$ cat src/rtl/core/sms_pkg.sv
// Shared types and constants for the smoothstep alpha matte block.
`timescale 1ns / 1ps

package sms_pkg;

    // Q0.16 scale; one needs 17 bits and three needs 18 bits to be representable
    localparam logic [16:0] ONE_Q16   = 17'd65536;
    localparam logic [15:0] HALF_Q16  = 16'd32768;
    localparam logic [17:0] THREE_Q16 = 18'd196608;

    localparam logic [7:0]  ALPHA_MAX = 8'd255;
    localparam logic [7:0]  ALPHA_MIN = 8'd0;

    localparam logic [16:0] THRESHOLD_RESET = 17'd32768;
    localparam logic [15:0] SOFTNESS_RESET  = 16'd0;

    // register index, taken from paddr[2]
    localparam logic REG_THRESHOLD = 1'b0;
    localparam logic REG_SOFTNESS  = 1'b1;

    localparam int LUT_DEPTH = 256;
    localparam int LUT_AW    = $clog2(LUT_DEPTH);

    // rounding constant for the Q0.48 -> 8 bit scale
    localparam logic [57:0] ROUND_HALF = 58'd1 << 47;

    typedef struct packed {
        logic              en;
        logic [LUT_AW-1:0] addr;
        logic [7:0]        data;
    } t_lut_wr;

    // mask/255 rounded to nearest in Q0.16: m*65536 = m*257*255 + m
    function automatic logic [16:0] mask_to_q16(input logic [7:0] m);
        logic [16:0] base;
        base = 17'(m) * 17'd257;
        return base + 17'(m[7]);
    endfunction

endpackage

$ cat src/rtl/core/sms_pix_in_if.sv
// Pixel input channel: mask sample plus original RGB.
`timescale 1ns / 1ps

interface sms_pix_in_if;
    logic       valid;
    logic       ready;
    logic [7:0] mask_value;
    logic [7:0] red_in;
    logic [7:0] green_in;
    logic [7:0] blue_in;

    modport source (output valid, mask_value, red_in, green_in, blue_in, input ready);
    modport sink   (input valid, mask_value, red_in, green_in, blue_in, output ready);
endinterface

$ cat src/rtl/core/sms_pix_out_if.sv
// Pixel output channel: refined alphas plus passed-through RGB.
`timescale 1ns / 1ps

interface sms_pix_out_if;
    logic       valid;
    logic       ready;
    logic [7:0] mask_alpha;
    logic [7:0] background_alpha;
    logic [7:0] red_out;
    logic [7:0] green_out;
    logic [7:0] blue_out;

    modport source (output valid, mask_alpha, background_alpha, red_out, green_out, blue_out,
                    input ready);
    modport sink   (input valid, mask_alpha, background_alpha, red_out, green_out, blue_out,
                    output ready);
endinterface

$ cat src/rtl/core/sms_lut.sv
// Alpha lookup memory: one write port, one registered read port.
`timescale 1ns / 1ps

module sms_lut (
    input  logic                        i_clk,
    input  sms_pkg::t_lut_wr            i_wr,
    input  logic                        i_rd_en,
    input  logic [sms_pkg::LUT_AW-1:0]  i_rd_addr,
    output logic [7:0]                  o_rd_data
);

    logic [7:0] r_mem [sms_pkg::LUT_DEPTH];
    logic [7:0] r_rd_data;

    always_ff @(posedge i_clk) begin
        if (i_wr.en) begin
            r_mem[i_wr.addr] <= i_wr.data;
        end
        if (i_rd_en) begin
            r_rd_data <= r_mem[i_rd_addr];
        end
    end

    assign o_rd_data = r_rd_data;

endmodule

$ cat src/rtl/core/sms_fill.sv
// Table builder: evaluates the smoothstep for every mask code and writes the alpha table.
`timescale 1ns / 1ps

module sms_fill (
    input  logic             i_clk,
    input  logic             i_rst_n,
    input  logic             i_restart,
    input  logic [16:0]      i_threshold,
    input  logic [15:0]      i_softness,
    output sms_pkg::t_lut_wr o_wr,
    output logic             o_ready
);

    localparam int DIV_STEPS = 16;
    localparam int CNT_W     = $clog2(DIV_STEPS);

    typedef enum logic [2:0] {
        S_PREP, S_SPAN, S_EVAL, S_DIV, S_MUL1, S_MUL2, S_ROUND, S_DONE
    } t_fill_state;

    t_fill_state r_state;
    sms_pkg::t_lut_wr r_wr;

    logic [16:0] r_lower;
    logic [16:0] r_upper;
    logic [16:0] r_den;
    logic        r_empty;
    logic [sms_pkg::LUT_AW-1:0] r_entry;
    logic [16:0] r_rem;
    logic [15:0] r_quo;
    logic [CNT_W-1:0] r_cnt;
    logic [31:0] r_sq;
    logic [17:0] r_w;
    logic [49:0] r_s;

    logic [16:0] w_thr;
    logic [15:0] w_soft;
    logic [17:0] w_sum;
    logic [16:0] w_v;
    logic [17:0] w_rem2;
    logic [57:0] w_scaled;
    logic        w_last;

    always_comb begin
        w_thr    = (i_threshold > sms_pkg::ONE_Q16) ? sms_pkg::ONE_Q16 : i_threshold;
        w_soft   = (i_softness > sms_pkg::HALF_Q16) ? sms_pkg::HALF_Q16 : i_softness;
        w_sum    = 18'(w_thr) + 18'(w_soft);
        w_v      = sms_pkg::mask_to_q16(r_entry);
        w_rem2   = {r_rem, 1'b0};
        // s*255 + half, scaled back by 2^48
        w_scaled = {r_s, 8'b0} - 58'(r_s) + sms_pkg::ROUND_HALF;
        w_last   = (r_entry == sms_pkg::LUT_AW'(sms_pkg::LUT_DEPTH - 1));
    end

    always_ff @(posedge i_clk) begin
        if (!i_rst_n || i_restart) begin
            r_state <= S_PREP;
            r_wr    <= '0;
        end else begin
            unique case (r_state)
                S_PREP: begin
                    r_wr.en <= 1'b0;
                    r_lower <= (w_thr > 17'(w_soft)) ? (w_thr - 17'(w_soft)) : 17'd0;
                    r_upper <= (w_sum > 18'(sms_pkg::ONE_Q16)) ? sms_pkg::ONE_Q16
                                                               : w_sum[16:0];
                    r_entry <= '0;
                    r_state <= S_SPAN;
                end
                S_SPAN: begin
                    r_wr.en <= 1'b0;
                    r_den   <= r_upper - r_lower;
                    r_empty <= (r_upper <= r_lower);
                    r_state <= S_EVAL;
                end
                S_EVAL: begin
                    r_wr.addr <= r_entry;
                    if (r_empty || w_v <= r_lower || w_v >= r_upper) begin
                        // hard step, or outside the transition band
                        r_wr.en   <= 1'b1;
                        r_wr.data <= (w_v >= r_upper) ? sms_pkg::ALPHA_MAX
                                                      : sms_pkg::ALPHA_MIN;
                        r_entry   <= r_entry + 1'b1;
                        r_state   <= w_last ? S_DONE : S_EVAL;
                    end else begin
                        r_wr.en <= 1'b0;
                        r_rem   <= w_v - r_lower;
                        r_quo   <= '0;
                        r_cnt   <= '0;
                        r_state <= S_DIV;
                    end
                end
                S_DIV: begin
                    r_wr.en <= 1'b0;
                    // restoring division, one quotient bit per cycle
                    if (w_rem2 >= 18'(r_den)) begin
                        r_rem <= 17'(w_rem2 - 18'(r_den));
                        r_quo <= {r_quo[14:0], 1'b1};
                    end else begin
                        r_rem <= w_rem2[16:0];
                        r_quo <= {r_quo[14:0], 1'b0};
                    end
                    r_cnt <= r_cnt + 1'b1;
                    if (r_cnt == CNT_W'(DIV_STEPS - 1)) begin
                        r_state <= S_MUL1;
                    end
                end
                S_MUL1: begin
                    r_wr.en <= 1'b0;
                    r_sq    <= 32'(r_quo) * 32'(r_quo);
                    r_w     <= sms_pkg::THREE_Q16 - {1'b0, r_quo, 1'b0};
                    r_state <= S_MUL2;
                end
                S_MUL2: begin
                    r_wr.en <= 1'b0;
                    r_s     <= 50'(r_sq) * 50'(r_w);
                    r_state <= S_ROUND;
                end
                S_ROUND: begin
                    r_wr.en   <= 1'b1;
                    r_wr.data <= w_scaled[55:48];
                    r_entry   <= r_entry + 1'b1;
                    r_state   <= w_last ? S_DONE : S_EVAL;
                end
                S_DONE: begin
                    r_wr.en <= 1'b0;
                    r_state <= S_DONE;
                end
                default: begin
                    r_wr.en <= 1'b0;
                    r_state <= S_PREP;
                end
            endcase
        end
    end

    assign o_wr    = r_wr;
    // hold off reads until the final table write has landed
    assign o_ready = (r_state == S_DONE) && !r_wr.en;

endmodule

$ cat src/rtl/core/smoothstep_mask_alpha_split.sv
// Top level: config registers, alpha table lookup pipeline and output register.
// An accepted item passes the table read register, then the output register.
// Throughput: one item per cycle while the output accepts and no rebuild runs, limited by
// the single read port of the alpha table. Reset (synchronous, active low) sets threshold to
// 32768 and softness to 0, then rebuilds the 256-entry table with at most 254 entries in band.
// Every config write starts the same rebuild; input ready stays low until it completes.
`timescale 1ns / 1ps

module smoothstep_mask_alpha_split (
    input  logic          i_clk,
    input  logic          i_rst_n,
    sms_pix_in_if.sink    i_pix,
    sms_pix_out_if.source o_pix,
    input  logic          psel,
    input  logic          penable,
    input  logic          pwrite,
    input  logic [2:0]    paddr,
    input  logic [31:0]   pwdata,
    output logic [31:0]   prdata,
    output logic          pready
);

    logic [16:0] r_threshold;
    logic [15:0] r_softness;

    logic        w_cfg_wr;
    logic        w_fill_ready;
    logic        w_adv_out;
    logic        w_in_ready;
    logic        w_load;
    logic [7:0]  w_lut_data;
    sms_pkg::t_lut_wr w_lut_wr;

    logic        r_s1_valid;
    logic [7:0]  r_s1_red;
    logic [7:0]  r_s1_green;
    logic [7:0]  r_s1_blue;

    logic        r_out_valid;
    logic [7:0]  r_out_alpha;
    logic [7:0]  r_out_red;
    logic [7:0]  r_out_green;
    logic [7:0]  r_out_blue;

    assign pready   = 1'b1;
    assign w_cfg_wr = psel && penable && pwrite;

    always_ff @(posedge i_clk) begin
        if (!i_rst_n) begin
            r_threshold <= sms_pkg::THRESHOLD_RESET;
            r_softness  <= sms_pkg::SOFTNESS_RESET;
        end else if (w_cfg_wr) begin
            unique case (paddr[2])
                sms_pkg::REG_THRESHOLD: r_threshold <= pwdata[16:0];
                sms_pkg::REG_SOFTNESS:  r_softness  <= pwdata[15:0];
                default:                r_threshold <= r_threshold;
            endcase
        end
    end

    always_comb begin
        unique case (paddr[2])
            sms_pkg::REG_THRESHOLD: prdata = 32'(r_threshold);
            sms_pkg::REG_SOFTNESS:  prdata = 32'(r_softness);
            default:                prdata = '0;
        endcase
    end

    sms_fill u_fill (
        .i_clk       (i_clk),
        .i_rst_n     (i_rst_n),
        .i_restart   (w_cfg_wr),
        .i_threshold (r_threshold),
        .i_softness  (r_softness),
        .o_wr        (w_lut_wr),
        .o_ready     (w_fill_ready)
    );

    sms_lut u_lut (
        .i_clk     (i_clk),
        .i_wr      (w_lut_wr),
        .i_rd_en   (w_load),
        .i_rd_addr (i_pix.mask_value),
        .o_rd_data (w_lut_data)
    );

    assign w_adv_out   = !r_out_valid || o_pix.ready;
    assign w_in_ready  = w_fill_ready && (!r_s1_valid || w_adv_out);
    assign w_load      = i_pix.valid && w_in_ready;
    assign i_pix.ready = w_in_ready;

    // read stage: table data register sits inside the memory
    always_ff @(posedge i_clk) begin
        if (!i_rst_n) begin
            r_s1_valid <= 1'b0;
        end else if (w_in_ready) begin
            r_s1_valid <= i_pix.valid;
        end else if (w_adv_out) begin
            r_s1_valid <= 1'b0;
        end
        if (w_load) begin
            r_s1_red   <= i_pix.red_in;
            r_s1_green <= i_pix.green_in;
            r_s1_blue  <= i_pix.blue_in;
        end
    end

    always_ff @(posedge i_clk) begin
        if (!i_rst_n) begin
            r_out_valid <= 1'b0;
        end else if (w_adv_out) begin
            r_out_valid <= r_s1_valid;
        end
        if (w_adv_out && r_s1_valid) begin
            r_out_alpha <= w_lut_data;
            r_out_red   <= r_s1_red;
            r_out_green <= r_s1_green;
            r_out_blue  <= r_s1_blue;
        end
    end

    assign o_pix.valid            = r_out_valid;
    assign o_pix.mask_alpha       = r_out_alpha;
    assign o_pix.background_alpha = sms_pkg::ALPHA_MAX - r_out_alpha;
    assign o_pix.red_out          = r_out_red;
    assign o_pix.green_out        = r_out_green;
    assign o_pix.blue_out         = r_out_blue;

endmodule

$ cat src/flat_wrapper.sv
// flat-port wrapper written by rule: the top's interface ports become plain ports
module smoothstep_mask_alpha_split_flat 
  (i_clk, i_rst_n, psel, penable, pwrite, paddr, pwdata, prdata, pready, i_pix_valid, i_pix_mask_value, i_pix_red_in, i_pix_green_in, i_pix_blue_in, i_pix_ready, o_pix_valid, o_pix_mask_alpha, o_pix_background_alpha, o_pix_red_out, o_pix_green_out, o_pix_blue_out, o_pix_ready);
  sms_pix_in_if i_pix_i ();
  sms_pix_out_if o_pix_i ();
  input  logic i_clk;
  input  logic i_rst_n;
  input  logic psel;
  input  logic penable;
  input  logic pwrite;
  input  logic [2:0] paddr;
  input  logic [31:0] pwdata;
  output logic [31:0] prdata;
  output logic pready;
  input wire logic [$bits(i_pix_i.valid)-1:0] i_pix_valid;
  input wire logic [$bits(i_pix_i.mask_value)-1:0] i_pix_mask_value;
  input wire logic [$bits(i_pix_i.red_in)-1:0] i_pix_red_in;
  input wire logic [$bits(i_pix_i.green_in)-1:0] i_pix_green_in;
  input wire logic [$bits(i_pix_i.blue_in)-1:0] i_pix_blue_in;
  output wire logic [$bits(i_pix_i.ready)-1:0] i_pix_ready;
  output wire logic [$bits(o_pix_i.valid)-1:0] o_pix_valid;
  output wire logic [$bits(o_pix_i.mask_alpha)-1:0] o_pix_mask_alpha;
  output wire logic [$bits(o_pix_i.background_alpha)-1:0] o_pix_background_alpha;
  output wire logic [$bits(o_pix_i.red_out)-1:0] o_pix_red_out;
  output wire logic [$bits(o_pix_i.green_out)-1:0] o_pix_green_out;
  output wire logic [$bits(o_pix_i.blue_out)-1:0] o_pix_blue_out;
  input wire logic [$bits(o_pix_i.ready)-1:0] o_pix_ready;
  assign i_pix_i.valid = i_pix_valid;
  assign i_pix_i.mask_value = i_pix_mask_value;
  assign i_pix_i.red_in = i_pix_red_in;
  assign i_pix_i.green_in = i_pix_green_in;
  assign i_pix_i.blue_in = i_pix_blue_in;
  assign i_pix_ready = i_pix_i.ready;
  assign o_pix_valid = o_pix_i.valid;
  assign o_pix_mask_alpha = o_pix_i.mask_alpha;
  assign o_pix_background_alpha = o_pix_i.background_alpha;
  assign o_pix_red_out = o_pix_i.red_out;
  assign o_pix_green_out = o_pix_i.green_out;
  assign o_pix_blue_out = o_pix_i.blue_out;
  assign o_pix_i.ready = o_pix_ready;
  smoothstep_mask_alpha_split u_core (.i_clk(i_clk), .i_rst_n(i_rst_n), .i_pix(i_pix_i), .o_pix(o_pix_i), .psel(psel), .penable(penable), .pwrite(pwrite), .paddr(paddr), .pwdata(pwdata), .prdata(prdata), .pready(pready));
endmodule
$ cat config.mk
export PLATFORM = sky130hd
export DESIGN_NAME = smoothstep_mask_alpha_split_flat
export DESIGN_NICKNAME = d
export VERILOG_FILES = /design/src/rtl/core/sms_pkg.sv /design/src/rtl/core/sms_pix_in_if.sv /design/src/rtl/core/sms_pix_out_if.sv /design/src/rtl/core/sms_lut.sv /design/src/rtl/core/sms_fill.sv /design/src/rtl/core/smoothstep_mask_alpha_split.sv /design/src/flat_wrapper.sv
export SDC_FILE = /design/constraint.sdc
export NUM_CORES = 2
export LEC_CHECK = 0
export ABC_AREA = 1
export BUFFER_PORTS_ARGS = -buffer_cell sky130_fd_sc_hd__buf_2
export CAP_MARGIN = 20
export CORE_MARGIN = 3
export CORE_UTILIZATION = 60
export CTS_BUF_LIST = sky130_fd_sc_hd__clkbuf_8 sky130_fd_sc_hd__clkbuf_16
export CTS_CLUSTER_DIAMETER = 60
export DETAILED_ROUTE_END_ITERATION = 6
export PLACE_DENSITY = 0.78
export SYNTH_ARGS = -nofsm -noshare
export SYNTH_HDL_FRONTEND = slang
export SYNTH_SLANG_ARGS = --single-unit
$ cat constraint.sdc
create_clock -name i_clk -period 18.6 [get_ports i_clk]
set_input_delay 3.72 -clock i_clk [delete_from_list [all_inputs] [get_ports i_clk]]
set_output_delay 3.72 -clock i_clk [all_outputs]
set_load 0.05 [all_outputs]
==> flow_summary.yaml <==
run_status:
  run_status: "finished, violations left"
  violations: "DRC"
timing:
  finalClockSkew_ns: 0.09967
  max_freq_ghz: 0.1129
  fin_crit_ns: 8.857
  setup_tns_ns: 0
  period_share_pct: 47.62
  setup_viol: 0
  holdWs_ns: 0.4151
  rsz0062_at_grt: "no"
  drv_slew: 0
  worst_pin_slew_ns: 1.269
  finalHoldViolations: 0
  relSlewSlack_pct: 15.42
cts:
  h-tree-depth: 4
  clk_pin_slew_ns: 0.07
  numClockSinks: 2360
  ctsResizeCount: 0
  clock_latency_ns: 0.92
  post_cts_buffers: 0
  cts_max_path_buffers: 3
  cts-hold-fix-buffers: 0
  cts_tree: "built"
  cts_root_buf: "clkbuf_16"
  numCtsBuffers: 234
detailed_routing:
  dr.pass1.iters: 7
  wl_per_cell_microns: 21.56
  routed_wl_mm: 331.4
  drc: 28
  drtIter0Drc: 12690
  vias: 92190
  vias_per_cell: 5.998
  ant_nets: 0
placed_design:
  place.gp.congestion: 0.9405
  port_buffers: 115
  place_area_sq_um: 130200
  place_hpwl_mm: 209.5
power_and_ir_drop:
  power.leakage_nw: 57.57
  vdd_drop_max_mv: 0.1465
  cellPowerDensity_nw_per_um2: 99.20
  finalPower_mw: 13.68
die:
  die_x_microns: 468
  die_height_microns: 468
  io_pins: 149
  die_area_sq_um: 219000
  row_count: 168
  core_sq_um: 210800
  initial_core_util_pct: 60.74
logic_synthesis:
  synthArstFlopShare_pct: 0
  synth.avg_cell_area_sq_um: 10.19
  synth_ff_type: "edfxtp_1"
  seq_area_frac_synth_pct: 54.91
  synth_seq_cells: 2360
  synth_cell_types: 57
  synth_cells: 12570
  synth_edf_count: 2305
  netlist_area_sq_um: 128100
  yosysWarnings: 0
flow_run:
  max_cap_viol_count: 0
final_layout:
  final_cell_mix: "2305 x edfxtp_1, 2234 x nand2_1, 1788 x inv_1"
  n_fill_cell: 15460
  final_nets: 13480
  drive_above_1_share_pct: 4.898
  final_util_pct: 65.43
  stdcell_area_sq_um: 137900
  area_growth_pct: 7.712
  mostFrequentLayoutCell: "edfxtp_1"
grt:
  grt-ovfl-total: 0
  grt_max_degree: 250
  grt_first_pass_wirelength_mm: 511.8
  grt_pass1_vias: 90830
  track_usage_pct: 30.12
  grt_antenna_before_repair: 11
critical_path:
  critPathMaxFanout: 2
  ff2ff_setup_slack_ns: 11.95
  setup.worst_path.end: "i_pix_ready"
  arrival_ns: 5.14
  r2r_cells: 19
  r2r-start: "u_core.u_fill.r_quo[7]"
  critPathKind: "input port to output pin"
  startpoint_type: "input port"
  cp.required_ns: 14.88
  cp-end-kind: "output pin"
  worst_r2r_endpoint: "u_core.u_fill.r_sq[28]"
  startpoint: "o_pix_ready"
hold_path:
  hold_class: "flop to flop"
routing by layer:
layer	vias up	global-route usage, %	wire length, microns
met4	6	11.65	12730
li1	41500	-	-
met2	5560	47.04	152400
met1	44340	42.26	128400
met5	-	0	46
met3	793	5.707	37770
sequential cells by signal (all words and copies together), names as in the netlist, 3 cells and up:
| signal | count |
|---|---|
| u_core.u_fill.r_rem | 17 |
| u_core.u_fill.r_sq | 31 |
| u_core.u_fill.r_state | 3 |
| u_core.u_lut.o_rd_data | 8 |
| u_core.u_fill.r_den | 17 |
| u_core.r_softness | 16 |
| u_core.u_lut.r_mem | 2048 |
| u_core.r_s1_blue | 8 |
| u_core.o_pix.mask_alpha | 8 |
| u_core.u_fill.r_entry | 8 |
| u_core.u_fill.o_wr | 17 |
| u_core.o_pix.green_out | 8 |
| u_core.o_pix.red_out | 8 |
| u_core.r_s1_red | 8 |
| u_core.o_pix.blue_out | 8 |
| u_core.u_fill.r_upper | 17 |
| u_core.r_s1_green | 8 |
| u_core.u_fill.r_quo | 16 |
| u_core.u_fill.r_lower | 17 |
| u_core.u_fill.r_s | 49 |
| u_core.u_fill.r_w | 16 |
| u_core.r_threshold | 17 |
| u_core.u_fill.r_cnt | 4 |
power by group:
part           total, mW  internal (mW)  leakage (nW)  switching (mW)
Combinational       2.96          0.952          30.9            2.01
Clock               4.62           2.55          3.93            2.08
Sequential          6.10           6.03          22.8          0.0658
critical path: stages:
cell and delay, ns:
buf_2 0.15, inv_1 0.10, nand2_1 0.08, nor2_1 0.06, nor3_1 0.63, buf_2 0.39
worst min-delay path by stage:
stage | startpoint | endpoint | slack (ns) | cells past startpoint
after floorplan | u_core.r_s1_blue[0] | u_core.o_pix.blue_out[0] | 0.40 | 0
after global placement | u_core.r_s1_red[4] | u_core.o_pix.red_out[4] | 0.40 | 0
after detailed placement | u_core.u_lut.o_rd_data[7] | u_core.o_pix.mask_alpha[7] | 0.40 | 0
after CTS | u_core.u_lut.o_rd_data[7] | u_core.o_pix.mask_alpha[7] | 0.42 | 0
after global routing | u_core.u_lut.o_rd_data[7] | u_core.o_pix.mask_alpha[7] | 0.42 | 0
final | u_core.u_lut.o_rd_data[7] | u_core.o_pix.mask_alpha[7] | 0.42 | 0
cell families (layout without fill, tap and decap cells):
| group | Yosys count | count (layout) | synth area share [%] |
|---|---|---|---|
| buffers and inverters | 2425 | 2397 | 7.401 |
| other | 2 | 26 | 0.005864 |
| and+or+nand+nor | 4747 | 4747 | 15.20 |
| DFF | 2360 | 2360 | 54.91 |
| xor gates and xnor gates | 134 | 134 | 0.9164 |
| adders and majority gates | 1048 | 1048 | 13.77 |
| AOI/OAI and AO/OA | 1854 | 1854 | 7.804 |
per-stage QoR:
stage                     cells  worst slack, ns
after global routing      15370            9.761
after CTS                 15360            9.748
after floorplan           12580            9.560
final                     15370            9.743
after detailed placement  14920            9.748
after global placement    14920            9.763
cell type report:
class                      instances  area [sq um]  area share (%)
clock buffer                     234          5856           4.245
timing repair buffer             215          1446           1.049
antenna                           10         25.02         0.01814
multi-input combinational       7799         48370           35.07
sequential                      2360         70350           51.00
tap                             2805          3510           2.544
clock inverter                   204          1798           1.303
inverter                        1744          6591           4.778
synth_stat cells, types with 9 or more instances:
library cell,instances,share of area [%]
o22ai_1,329,1.6
nand2_1,2238,6.6
edfxtp_1,2305,54
clkbuf_1,440,1.3
a21o_1,18,0.11
dfxtp_1,55,0.86
fa_1,602,9.4
o21ai_1,17,0.066
nor2_1,1325,3.9
nand4_1,40,0.20
a21oi_2,12,0.082
o21ai_0,971,3.8
ha_1,446,4.4
o211ai_1,10,0.059
nor3_1,41,0.16
inv_1,1731,5.1
xor2_1,91,0.62
a31oi_1,23,0.11
buf_4,35,0.21
nor4_1,17,0.083
o21bai_1,27,0.16
buf_2,148,0.58
nand3_1,1047,4.1
a21oi_1,417,1.6
inv_2,11,0.032
xnor2_1,43,0.29
buf_1,50,0.15
nand3b_1,9,0.053
Note: power is estimated with default switching activity, not from simulation.
